==> src/hw/rtl/ffha_pkg.sv <==
package ffha_pkg;

  // Field widths fixed by the interface
  localparam int unsigned OFS_W  = 20;
  localparam int unsigned REQ_W  = 21;
  localparam int unsigned SIZE_W = 22;
  localparam int unsigned SPL_W  = 23;

  // Arena geometry
  localparam int unsigned ARENA_BYTES  = 1024 * 1024;
  localparam int unsigned HEADER_BYTES = 16;
  localparam int unsigned MIN_SPLIT    = 16;
  localparam int unsigned ROUND_ADD    = 15;

  typedef enum logic [1:0] {
    OP_ALLOC   = 2'd0,
    OP_FREE    = 2'd1,
    OP_REALLOC = 2'd2,
    OP_NONE    = 2'd3
  } op_e;

  typedef enum logic [1:0] {
    STAT_OK    = 2'd0,
    STAT_OOM   = 2'd1,
    STAT_FREED = 2'd2
  } stat_e;

  typedef enum logic [3:0] {
    S_IDLE,
    S_SCAN,
    S_UP,
    S_INS,
    S_TAKE,
    S_RDP,
    S_RDN,
    S_MERGE,
    S_DOWN,
    S_DONE
  } state_e;

  typedef enum logic [1:0] {
    J_ALLOC,
    J_FREE,
    J_REALLOC,
    J_REFREE
  } job_e;

  // One row of the block table
  typedef struct packed {
    logic [OFS_W-1:0] start;
    logic [OFS_W-1:0] pay;
    logic             free;
  } entry_t;

  // Result word handed from the sequencer to the output register
  typedef struct packed {
    logic [OFS_W-1:0] offset;
    stat_e            status;
    logic [REQ_W-1:0] copy;
  } res_t;

  localparam entry_t RESET_ENTRY = '{
    start: '0,
    pay:   OFS_W'(ARENA_BYTES - HEADER_BYTES),
    free:  1'b1
  };

endpackage

==> src/hw/rtl/ffha_seq.sv <==
module ffha_seq
  import ffha_pkg::*;
#(
  parameter int unsigned MAX_BLOCKS = 256,
  parameter int unsigned AW         = 8,
  parameter int unsigned PW         = 10
) (
  input  logic             clk_i,
  input  logic             rst_ni,
  input  logic             start_i,
  input  logic [1:0]       op_i,
  input  logic [REQ_W-1:0] req_size_i,
  input  logic [OFS_W-1:0] ptr_offset_i,
  input  logic             take_i,
  output logic             busy_o,
  output logic             done_o,
  output res_t             res_o,
  output logic [AW-1:0]    raddr_o,
  input  entry_t           rdata_i,
  output logic             we_o,
  output logic [AW-1:0]    waddr_o,
  output entry_t           wdata_o
);

  localparam logic [OFS_W-1:0] HDR    = OFS_W'(HEADER_BYTES);
  localparam logic [PW-1:0]    PMAX   = PW'(MAX_BLOCKS);

  state_e state_q, state_d;
  job_e   job_q, job_d;
  logic   fit_q, fit_d;
  logic   rzero_q, rzero_d;
  logic [OFS_W-1:0]  ptr_q, ptr_d;
  logic [SIZE_W-1:0] size_q, size_d;
  logic [SPL_W-1:0]  sz32_q, sz32_d;
  logic [PW-1:0] cnt_q, cnt_d;
  logic [PW-1:0] idx_q, idx_d;
  logic [PW-1:0] chk_q, chk_d;
  logic [PW-1:0] cidx_q, cidx_d;
  logic [PW-1:0] src_q, src_d;
  logic [PW-1:0] wa_q, wa_d;
  logic [1:0]    k_q, k_d;
  logic   pend_q, pend_d;
  logic   split_q, split_d;
  logic   pf_q, pf_d;
  entry_t cur_q, cur_d;
  logic [OFS_W-1:0] acc_q, acc_d;
  logic [OFS_W-1:0] pst_q, pst_d;
  res_t   res_q, res_d;

  // Request decode helpers
  logic [SIZE_W-1:0] rnd_sum;
  logic [SIZE_W-1:0] rnd_size;
  logic              hit_fit;
  logic              hit_find;
  logic              hit;
  logic              nf;
  logic [OFS_W-1:0]  mpay;
  logic [PW-1:0]     rpos;

  assign rnd_sum  = {1'b0, req_size_i} + SIZE_W'(ROUND_ADD);
  assign rnd_size = {rnd_sum[SIZE_W-1:4], 4'b0000};

  // Shared compare unit for both scan kinds
  assign hit_fit  = rdata_i.free && ({2'b00, rdata_i.pay} >= size_q);
  assign hit_find = !rdata_i.free &&
                    (({1'b0, rdata_i.start} + {1'b0, HDR}) == {1'b0, ptr_q});
  assign hit      = pend_q && (fit_q ? hit_fit : hit_find);

  // Merge arithmetic for the right neighbor
  assign nf   = ((cidx_q + PW'(1)) < cnt_q) && rdata_i.free;
  assign mpay = nf ? (acc_q + HDR + rdata_i.pay) : acc_q;
  assign rpos = pf_q ? cidx_q : (cidx_q + PW'(1));

  // State register
  always_ff @(posedge clk_i or negedge rst_ni) begin
    if (!rst_ni) begin
      state_q <= S_IDLE;
      job_q   <= J_ALLOC;
      cnt_q   <= PW'(1);
      pend_q  <= 1'b0;
    end else begin
      state_q <= state_d;
      job_q   <= job_d;
      cnt_q   <= cnt_d;
      pend_q  <= pend_d;
    end
  end

  // Datapath registers
  always_ff @(posedge clk_i) begin
    fit_q   <= fit_d;
    rzero_q <= rzero_d;
    ptr_q   <= ptr_d;
    size_q  <= size_d;
    sz32_q  <= sz32_d;
    idx_q   <= idx_d;
    chk_q   <= chk_d;
    cidx_q  <= cidx_d;
    src_q   <= src_d;
    wa_q    <= wa_d;
    k_q     <= k_d;
    split_q <= split_d;
    pf_q    <= pf_d;
    cur_q   <= cur_d;
    acc_q   <= acc_d;
    pst_q   <= pst_d;
    res_q   <= res_d;
  end

  // Next state and table control
  always_comb begin
    state_d = state_q;
    job_d   = job_q;
    fit_d   = fit_q;
    rzero_d = rzero_q;
    ptr_d   = ptr_q;
    size_d  = size_q;
    sz32_d  = sz32_q;
    cnt_d   = cnt_q;
    idx_d   = idx_q;
    chk_d   = chk_q;
    cidx_d  = cidx_q;
    src_d   = src_q;
    wa_d    = wa_q;
    k_d     = k_q;
    pend_d  = pend_q;
    split_d = split_q;
    pf_d    = pf_q;
    cur_d   = cur_q;
    acc_d   = acc_q;
    pst_d   = pst_q;
    res_d   = res_q;
    raddr_o = idx_q[AW-1:0];
    we_o    = 1'b0;
    waddr_o = cidx_q[AW-1:0];
    wdata_o = cur_q;

    case (state_q)
      S_IDLE: begin
        if (start_i) begin
          rzero_d = (req_size_i == '0);
          ptr_d   = ptr_offset_i;
          size_d  = rnd_size;
          sz32_d  = {1'b0, rnd_size} + SPL_W'(HEADER_BYTES + MIN_SPLIT);
          res_d   = '{offset: '0, status: STAT_OK, copy: '0};
          idx_d   = '0;
          pend_d  = 1'b0;
          case (op_e'(op_i))
            OP_ALLOC: begin
              job_d   = J_ALLOC;
              fit_d   = 1'b1;
              state_d = S_SCAN;
            end
            OP_FREE: begin
              job_d   = J_FREE;
              fit_d   = 1'b0;
              state_d = (ptr_offset_i == '0) ? S_DONE : S_SCAN;
            end
            OP_REALLOC: begin
              job_d   = (ptr_offset_i == '0) ? J_ALLOC : J_REALLOC;
              fit_d   = (ptr_offset_i == '0);
              state_d = S_SCAN;
            end
            default: begin
              state_d = S_DONE;
            end
          endcase
        end
      end

      // Walk the table one entry a cycle; read data returns in the cycle after its address.
      S_SCAN: begin
        if (idx_q < cnt_q) begin
          idx_d  = idx_q + PW'(1);
          chk_d  = idx_q;
          pend_d = 1'b1;
        end else begin
          pend_d = 1'b0;
        end
        if (hit) begin
          cur_d  = rdata_i;
          cidx_d = chk_q;
        end
        if (hit || (idx_q >= cnt_q)) begin
          pend_d = 1'b0;
          if (fit_q) begin
            if (hit) begin
              split_d = ({3'b000, rdata_i.pay} >= sz32_q) && (cnt_q < PMAX);
              src_d   = cnt_q - PW'(1);
              state_d = (({3'b000, rdata_i.pay} >= sz32_q) && (cnt_q < PMAX)) ?
                        S_UP : S_TAKE;
            end else begin
              res_d.status = STAT_OOM;
              res_d.copy   = '0;
              state_d      = S_DONE;
            end
          end else begin
            case (job_q)
              J_REALLOC: begin
                if (rzero_q) begin
                  res_d.status = STAT_FREED;
                  state_d      = hit ? S_RDP : S_DONE;
                end else if (!hit) begin
                  res_d.status = STAT_OOM;
                  state_d      = S_DONE;
                end else if ({2'b00, rdata_i.pay} >= size_q) begin
                  res_d.offset = ptr_q;
                  state_d      = S_DONE;
                end else begin
                  // Too small: look for a new block, then release this one.
                  res_d.copy = {1'b0, rdata_i.pay};
                  fit_d      = 1'b1;
                  idx_d      = '0;
                end
              end
              default: begin
                state_d = hit ? S_RDP : S_DONE;
              end
            endcase
          end
        end
      end

      // Open a slot after the chosen block, moving entries up from the end.
      S_UP: begin
        if (pend_q) begin
          we_o    = 1'b1;
          waddr_o = wa_q[AW-1:0];
          wdata_o = rdata_i;
        end
        if (src_q > cidx_q) begin
          raddr_o = src_q[AW-1:0];
          wa_d    = src_q + PW'(1);
          src_d   = src_q - PW'(1);
          pend_d  = 1'b1;
        end else begin
          pend_d = 1'b0;
          if (!pend_q) begin
            state_d = S_INS;
          end
        end
      end

      // Free remainder of a split block
      S_INS: begin
        we_o          = 1'b1;
        waddr_o       = cidx_q[AW-1:0] + AW'(1);
        wdata_o.start = cur_q.start + HDR + size_q[OFS_W-1:0];
        wdata_o.pay   = cur_q.pay - size_q[OFS_W-1:0] - HDR;
        wdata_o.free  = 1'b1;
        state_d       = S_TAKE;
      end

      S_TAKE: begin
        we_o          = 1'b1;
        waddr_o       = cidx_q[AW-1:0];
        wdata_o.start = cur_q.start;
        wdata_o.pay   = split_q ? size_q[OFS_W-1:0] : cur_q.pay;
        wdata_o.free  = 1'b0;
        if (split_q) begin
          cnt_d = cnt_q + PW'(1);
        end
        res_d.offset = cur_q.start + HDR;
        if (job_q == J_REALLOC) begin
          // The old block may have moved by one slot: find it again.
          job_d   = J_REFREE;
          fit_d   = 1'b0;
          idx_d   = '0;
          pend_d  = 1'b0;
          state_d = S_SCAN;
        end else begin
          state_d = S_DONE;
        end
      end

      S_RDP: begin
        raddr_o = cidx_q[AW-1:0] - AW'(1);
        state_d = S_RDN;
      end

      // Left neighbor arrives; fold it in and fetch the right neighbor.
      S_RDN: begin
        pf_d    = (cidx_q != '0) && rdata_i.free;
        acc_d   = ((cidx_q != '0) && rdata_i.free) ?
                  (rdata_i.pay + HDR + cur_q.pay) : cur_q.pay;
        pst_d   = ((cidx_q != '0) && rdata_i.free) ? rdata_i.start : cur_q.start;
        raddr_o = cidx_q[AW-1:0] + AW'(1);
        state_d = S_MERGE;
      end

      S_MERGE: begin
        we_o          = 1'b1;
        waddr_o       = pf_q ? (cidx_q[AW-1:0] - AW'(1)) : cidx_q[AW-1:0];
        wdata_o.start = pst_q;
        wdata_o.pay   = mpay;
        wdata_o.free  = 1'b1;
        k_d           = {1'b0, pf_q} + {1'b0, nf};
        src_d         = rpos + PW'({1'b0, pf_q} + {1'b0, nf});
        pend_d        = 1'b0;
        state_d       = (pf_q || nf) ? S_DOWN : S_DONE;
      end

      // Close the gap left by merged entries.
      S_DOWN: begin
        if (pend_q) begin
          we_o    = 1'b1;
          waddr_o = wa_q[AW-1:0];
          wdata_o = rdata_i;
        end
        if (src_q < cnt_q) begin
          raddr_o = src_q[AW-1:0];
          wa_d    = src_q - PW'(k_q);
          src_d   = src_q + PW'(1);
          pend_d  = 1'b1;
        end else begin
          pend_d = 1'b0;
          if (!pend_q) begin
            cnt_d   = cnt_q - PW'(k_q);
            state_d = S_DONE;
          end
        end
      end

      S_DONE: begin
        if (take_i) begin
          state_d = S_IDLE;
        end
      end

      default: begin
        state_d = S_IDLE;
      end
    endcase
  end

  assign busy_o = (state_q != S_IDLE);
  assign done_o = (state_q == S_DONE);
  assign res_o  = res_q;

  // The table never empties and never overflows.
  a_cnt_range: assert property (@(posedge clk_i) disable iff (!rst_ni)
    (cnt_q != '0) && (cnt_q <= PMAX))
    else $error("block count out of range");

  // A failed request hands out nothing.
  a_oom_null: assert property (@(posedge clk_i) disable iff (!rst_ni)
    (state_q == S_DONE) && (res_q.status == STAT_OOM) |->
      (res_q.offset == '0) && (res_q.copy == '0))
    else $error("failure result carries data");

  // A copy length comes only with a successful move.
  a_copy_ok: assert property (@(posedge clk_i) disable iff (!rst_ni)
    (state_q == S_DONE) && (res_q.copy != '0) |->
      (res_q.status == STAT_OK) && (res_q.offset != '0))
    else $error("copy length without a new block");

  // Insert sweep stays inside the grown table.
  a_up_bound: assert property (@(posedge clk_i) disable iff (!rst_ni)
    (state_q == S_UP) && pend_q |-> (wa_q <= cnt_q) && (cnt_q < PMAX))
    else $error("insert shift beyond table");

  // Entering a removal always drops one or two entries.
  a_down_k: assert property (@(posedge clk_i) disable iff (!rst_ni)
    (state_q == S_DOWN) |-> (k_q != 2'd0) && (cnt_q > PW'(k_q)))
    else $error("bad removal distance");

endmodule

==> config.mk <==
export PLATFORM = sky130hd
export DESIGN_NAME = ffha_seq
export DESIGN_NICKNAME = d
export VERILOG_FILES = /design/src/hw/rtl/ffha_pkg.sv /design/src/hw/rtl/ffha_seq.sv
export SDC_FILE = /design/constraint.sdc
export NUM_CORES = 1
export LEC_CHECK = 0
export ABC_AREA = 1
export BUFFER_PORTS_ARGS = -buffer_cell sky130_fd_sc_hd__buf_2
export CAP_MARGIN = 20
export CORE_ASPECT_RATIO = 1.4
export CORE_MARGIN = 10
export CORE_UTILIZATION = 40
export CTS_CLUSTER_SIZE = 40
export DETAILED_ROUTE_END_ITERATION = 10
export SLEW_MARGIN = 0
export SYNTH_ARGS = -nofsm -noshare
export SYNTH_HDL_FRONTEND = slang
export SYNTH_SLANG_ARGS = --single-unit
==> constraint.sdc <==
create_clock -name clk_i -period 3.8 [get_ports clk_i]
set_input_delay 0.38 -clock clk_i [delete_from_list [all_inputs] [get_ports clk_i]]
set_output_delay 0.38 -clock clk_i [all_outputs]
set_load 0.1 [all_outputs]
======== After elaboration in Yosys (flattened, before gate mapping) ========
Cells that the tools add are included.
operators by class
  add/subtract/negate cells ............... 24
  order comparisons ....................... 8
  reduce and logical (&&, ||, !) cells .... 40
  equality and inequality tests ........... 38
  mux-type cells .......................... 96
operators with widths
  cell                                            count
  2-to-1 mux 10 bit                               18
  case mux 41 bit (4 select lines)                1
  2-to-1 mux 20 bit                               8
  2-to-1 mux 43 bit                               3
  2-to-1 mux 4 bit                                16
  2-to-1 mux 21 bit                               3
  adder 20 bit                                    3
  adder 20 x 5 -> 20 bit (second input constant)  3
  case mux 20 bit (3 select lines)                1
  2-to-1 mux 8 bit                                6
  2-to-1 mux 23 bit                               2
  case mux 23 bit (2 select lines)                1
  2-to-1 mux 41 bit                               1
  adder 10 x 1 -> 10 bit (second input constant)  4
  case mux 10 bit (4 select lines)                1
  case mux 4 bit (10 select lines)                1
  inequality test 2 bit (second input constant)   17
  case mux 8 bit (4 select lines)                 1
  < comparator 10 bit                             3
  case mux 10 bit (3 select lines)                1
  case mux 8 bit (3 select lines)                 1
  AND reduction 8 bit                             3
  adder 22 x 6 -> 23 bit (second input constant)  1
  >= comparator 20 x 23 -> 1 bit                  1
  other kinds (55)                                106
word-level totals
  logic and storage cells ................. 231
  output and inout port bits .............. 103
  flip-flop bits (word level) ............. 256
  input port bits ......................... 88

======== Depth between registers and ports, before layout ========
  depth in word-level cells ............... 11
  depth in mapped cells ................... 28
  gate-level depth less buffers ........... 28

======== Least setup slack after synthesis ========
OpenSTA, ideal clock, no wires.
  path type ............................... register to output
  start point ............................. register state_q[2]
  end point ............................... output raddr_o[1]
  data required time ...................... 3420 ps
  data arrival time ....................... 4521 ps
  cell stages (with the launch flop) ...... 10
  path slack .............................. -1101 ps
  cell sequence ........................... dfrtp_1 -> inv_1 -> nor2_1 -> nand2_1 -> clkinv_1 -> nor3_1 -> nand2_1 -> inv_1 -> nor2_1 -> o21ai_0
between the ends
  word-level cells in the longest chain between the ends .. 2
  elaborated cells between the ends (all ways) .. 5
  those cells by class .................... eq/ne (4); mux (1)
ends and longest elaborated chain
  item                                   line             source
  start, declared                        ffha_seq.sv:28   state_e state_q, state_d;
  start signal, assigned                 ffha_seq.sv:82   state_q <= state_d;
  == test 4 bit (tied with other cells)  ffha_seq.sv:138  case (state_q)
  case mux 8 bit (4 select lines) (*)    ffha_seq.sv:138
  end, declared                          ffha_seq.sv:18   output logic [AW-1:0] raddr_o,
Mark *: on every way between the ends. The rest lies on a longest branch, timed or not.

==> impl_metrics.yaml <==
run_status:
  status: "finished, violations left"
  violations: "negative setup slack"
flow_run:
  drv_cap: 0
worst_setup_path:
  critPathTopFamily: "buffers and inverters"
  critPathLaunchType: "register"
  crit_buf_inv: 10
  critPathKind: "register to primary output"
  crit_slowest_cell: "edfxtp_1"
  cp_max_fo: 3
  arrival_ns: 3.89
  max_stage_delay_ns: 0.42
  worstPathRequired_ns: 3.42
  critPathCaptureType: "primary output"
  path_common_cell: "nand2_2"
floorplan:
  die_h_um: 288.7
  fp-row-count: 98
  start_util_pct: 40.35
  top_level_ports: 191
  coreArea_um2: 51130
  die_w_um: 211.9
  die-area_um2: 61190
logic_synthesis:
  synth_area_per_cell_um2: 8.018
  yosys_most_used_dff: "edfxtp_1"
  synth.most_common_cell: "nand2_1"
  ys_seq_area_share_pct: 35.98
  yosysTopAreaCell: "edfxtp_1"
  synth_cell_types: 68
  synth_area_um2: 20630
  yosys_warnings: 0
  synthArstFlopShare_pct: 6.800
  synth_top_area_share_pct: 33.91
  syn_inst: 2573
  synthTopCellsByArea: "edfxtp_1 34%, ha_1 13%, nand2_1 8.7%, inv_1 6.7%, a21oi_1 4.6%"
  yosys_register_bits: 250
  post_synth_most_frequent_cells: "476 x nand2_1, 368 x inv_1, 238 x nor2_1, 233 x edfxtp_1, 217 x ha_1"
  synth_edf_count: 233
finish:
  drive_above_1_share_pct: 22.19
  synthToLayoutAreaGrowth_pct: 29.36
  fin_nets: 3231
  fillers: 4814
timing:
  drv_slew: 0
  tightest_slew_ns: 0.9664
  setup_ws_ns: -0.4702
  hold_violations: 0
  relSlewSlack_pct: 35.50
  setup_viol: 29
  max_freq_mhz: 234.2
  worst_clock_skew_ns: 0.03314
  fin_crit_ns: 4.270
  min_period_over_period_pct: 112.4
  rsz0062_at_grt: "yes"
route:
  dr.pass1.iters: 6
  via_per_inst: 5.586
  ant_nets: 0
  drc_errors: 0
  routed_wl_um: 79470
  first_iter_violations: 1557
  num_vias: 20080
  wl_per_cell_um: 22.11
clock_tree:
  cts_root_buf: "clkbuf_16"
  cts_tree: "done"
  cts_buffer_depth: 3
  clk_pin_slew_ns: 0.06
  cts.sinks: 250
  htree_levels: 1
  cts_buffers: 29
  clock_latency_ns: 0.61
pwr:
  p_leak_nw: 11.78
  power.total_mw: 23.97
  p_per_area_nw_per_um2: 898.3
  ir_drop_mv: 1.396
grt:
  grt_pass1_vias: 19590
  antenna_found_initial: 2
  grt_max_degree: 58
  grt_pass1_wl_um: 117700
  grt.overflow.total: 0
  grt_usage_pct: 25.18
placed_design:
  portBuffers: 189
  gp_congestion: 0.9959
  place_ws_ns: -0.1067
  place_hpwl_um: 62210
worst_hold_path:
  hold_class: "input pin to register"
## layout make-up
class	count	area, um^2	area share [%]
Multi-Input combinational cell	1887	12660	47.44
Sequential cell	250	7423	27.82
Timing Repair Buffer	366	3344	12.53
Inverter	387	1473	5.518
Tap cell	650	813.3	3.047
Clock buffer	31	733.2	2.747
Clock inverter	22	235.2	0.8814
Antenna cell	2	5.005	0.01875
## where the power goes
part	switching [mW]	leakage (nW)	internal, mW
clock network	1.27	0.464	1.67
registers	0.620	2.37	4.19
logic	11.4	8.94	4.85
## through the flow
step           utilization (%)  TNS [ns]  hold slack (ns)  std cells  area, um^2
2_1_floorplan                -    -1.392          0.08441       2574       20860
3_3_place_gp             46.91  -0.01098           0.3531       3453       23980
3_5_place_dp             46.91   -0.1067           0.3741       3453       23980
4_1_cts                  50.58    -5.579         0.004480       3557       25860
5_1_grt                  52.19    -9.543          0.01881       3594       26690
6_report                 52.20    -5.083          0.03493       3595       26690
## layer usage
layer	wire [um]	up-vias	global-route usage, %
met1	31040	9561	28.89
met5	0	-	0
li1	-	9584	-
met3	4333	178	2.940
met2	40050	760	45.34
met4	4046	0	12.41
## cells in the final DEF (no fill, tap or decap), types with 66 or more instances in the layout
cell type / count
inv_1: 357
xor2_1: 66
nand2_1: 457
buf_4: 129
o21ai_0: 140
nor2_1: 211
buf_2: 133
edfxtp_1: 233
a21oi_1: 158
nand3_1: 104
ha_1: 203
## timing repair
action / in CTS / in global routing
cloned: 3 / 0
endpoints found under the hold margin: 41 / 0
hold buffers: 26 / 0
pin swaps: 40 / 68
buffers inserted: 23 / 38
resized for setup: 113 / 132
setup endpoints to repair: 33 / 44
## registers in the layout (all words and copies together), names as in the netlist, 2 cells and up
| register | flops |
|---|---|
| acc_q | 20 |
| chk_q | 10 |
| cur_q | 41 |
| wa_q | 8 |
| src_q | 10 |
| size_q | 18 |
| cnt_q | 10 |
| job_q | 2 |
| ptr_q | 20 |
| cidx_q | 10 |
| idx_q | 10 |
| res_o | 42 |
| state_q | 4 |
| pst_q | 20 |
| sz32_q | 18 |
| k_q | 2 |
## final timing paths
check                                  from           to  slack, ns  cells past startpoint
worst max-delay path              cur_q[25]  wdata_o[35]      -0.47                     27
worst min-delay path            rdata_i[40]    cur_q[40]       0.03                      1
worst max register to register    cidx_q[0]     src_q[8]       0.05                     25
worst min register to register     chk_q[5]    cidx_q[5]       0.43                      0
max in group asynchronous            rst_ni     cnt_q[0]       3.15                      2
min in group asynchronous            rst_ni   state_q[1]       0.28                      2
## cells by family after synthesis
logic type / Yosys count / share of synthesized area [%]
other: 1 / 0.01818
AND/OR/NAND/NOR: 995 / 21.44
adder cells (fa/ha/maj): 222 / 13.65
XOR/XNOR: 108 / 4.797
flip-flops: 250 / 35.98
buffers and inverters: 437 / 8.054
AO/OA/AOI/OAI: 560 / 16.06
(Power assumes the default switching activity.)
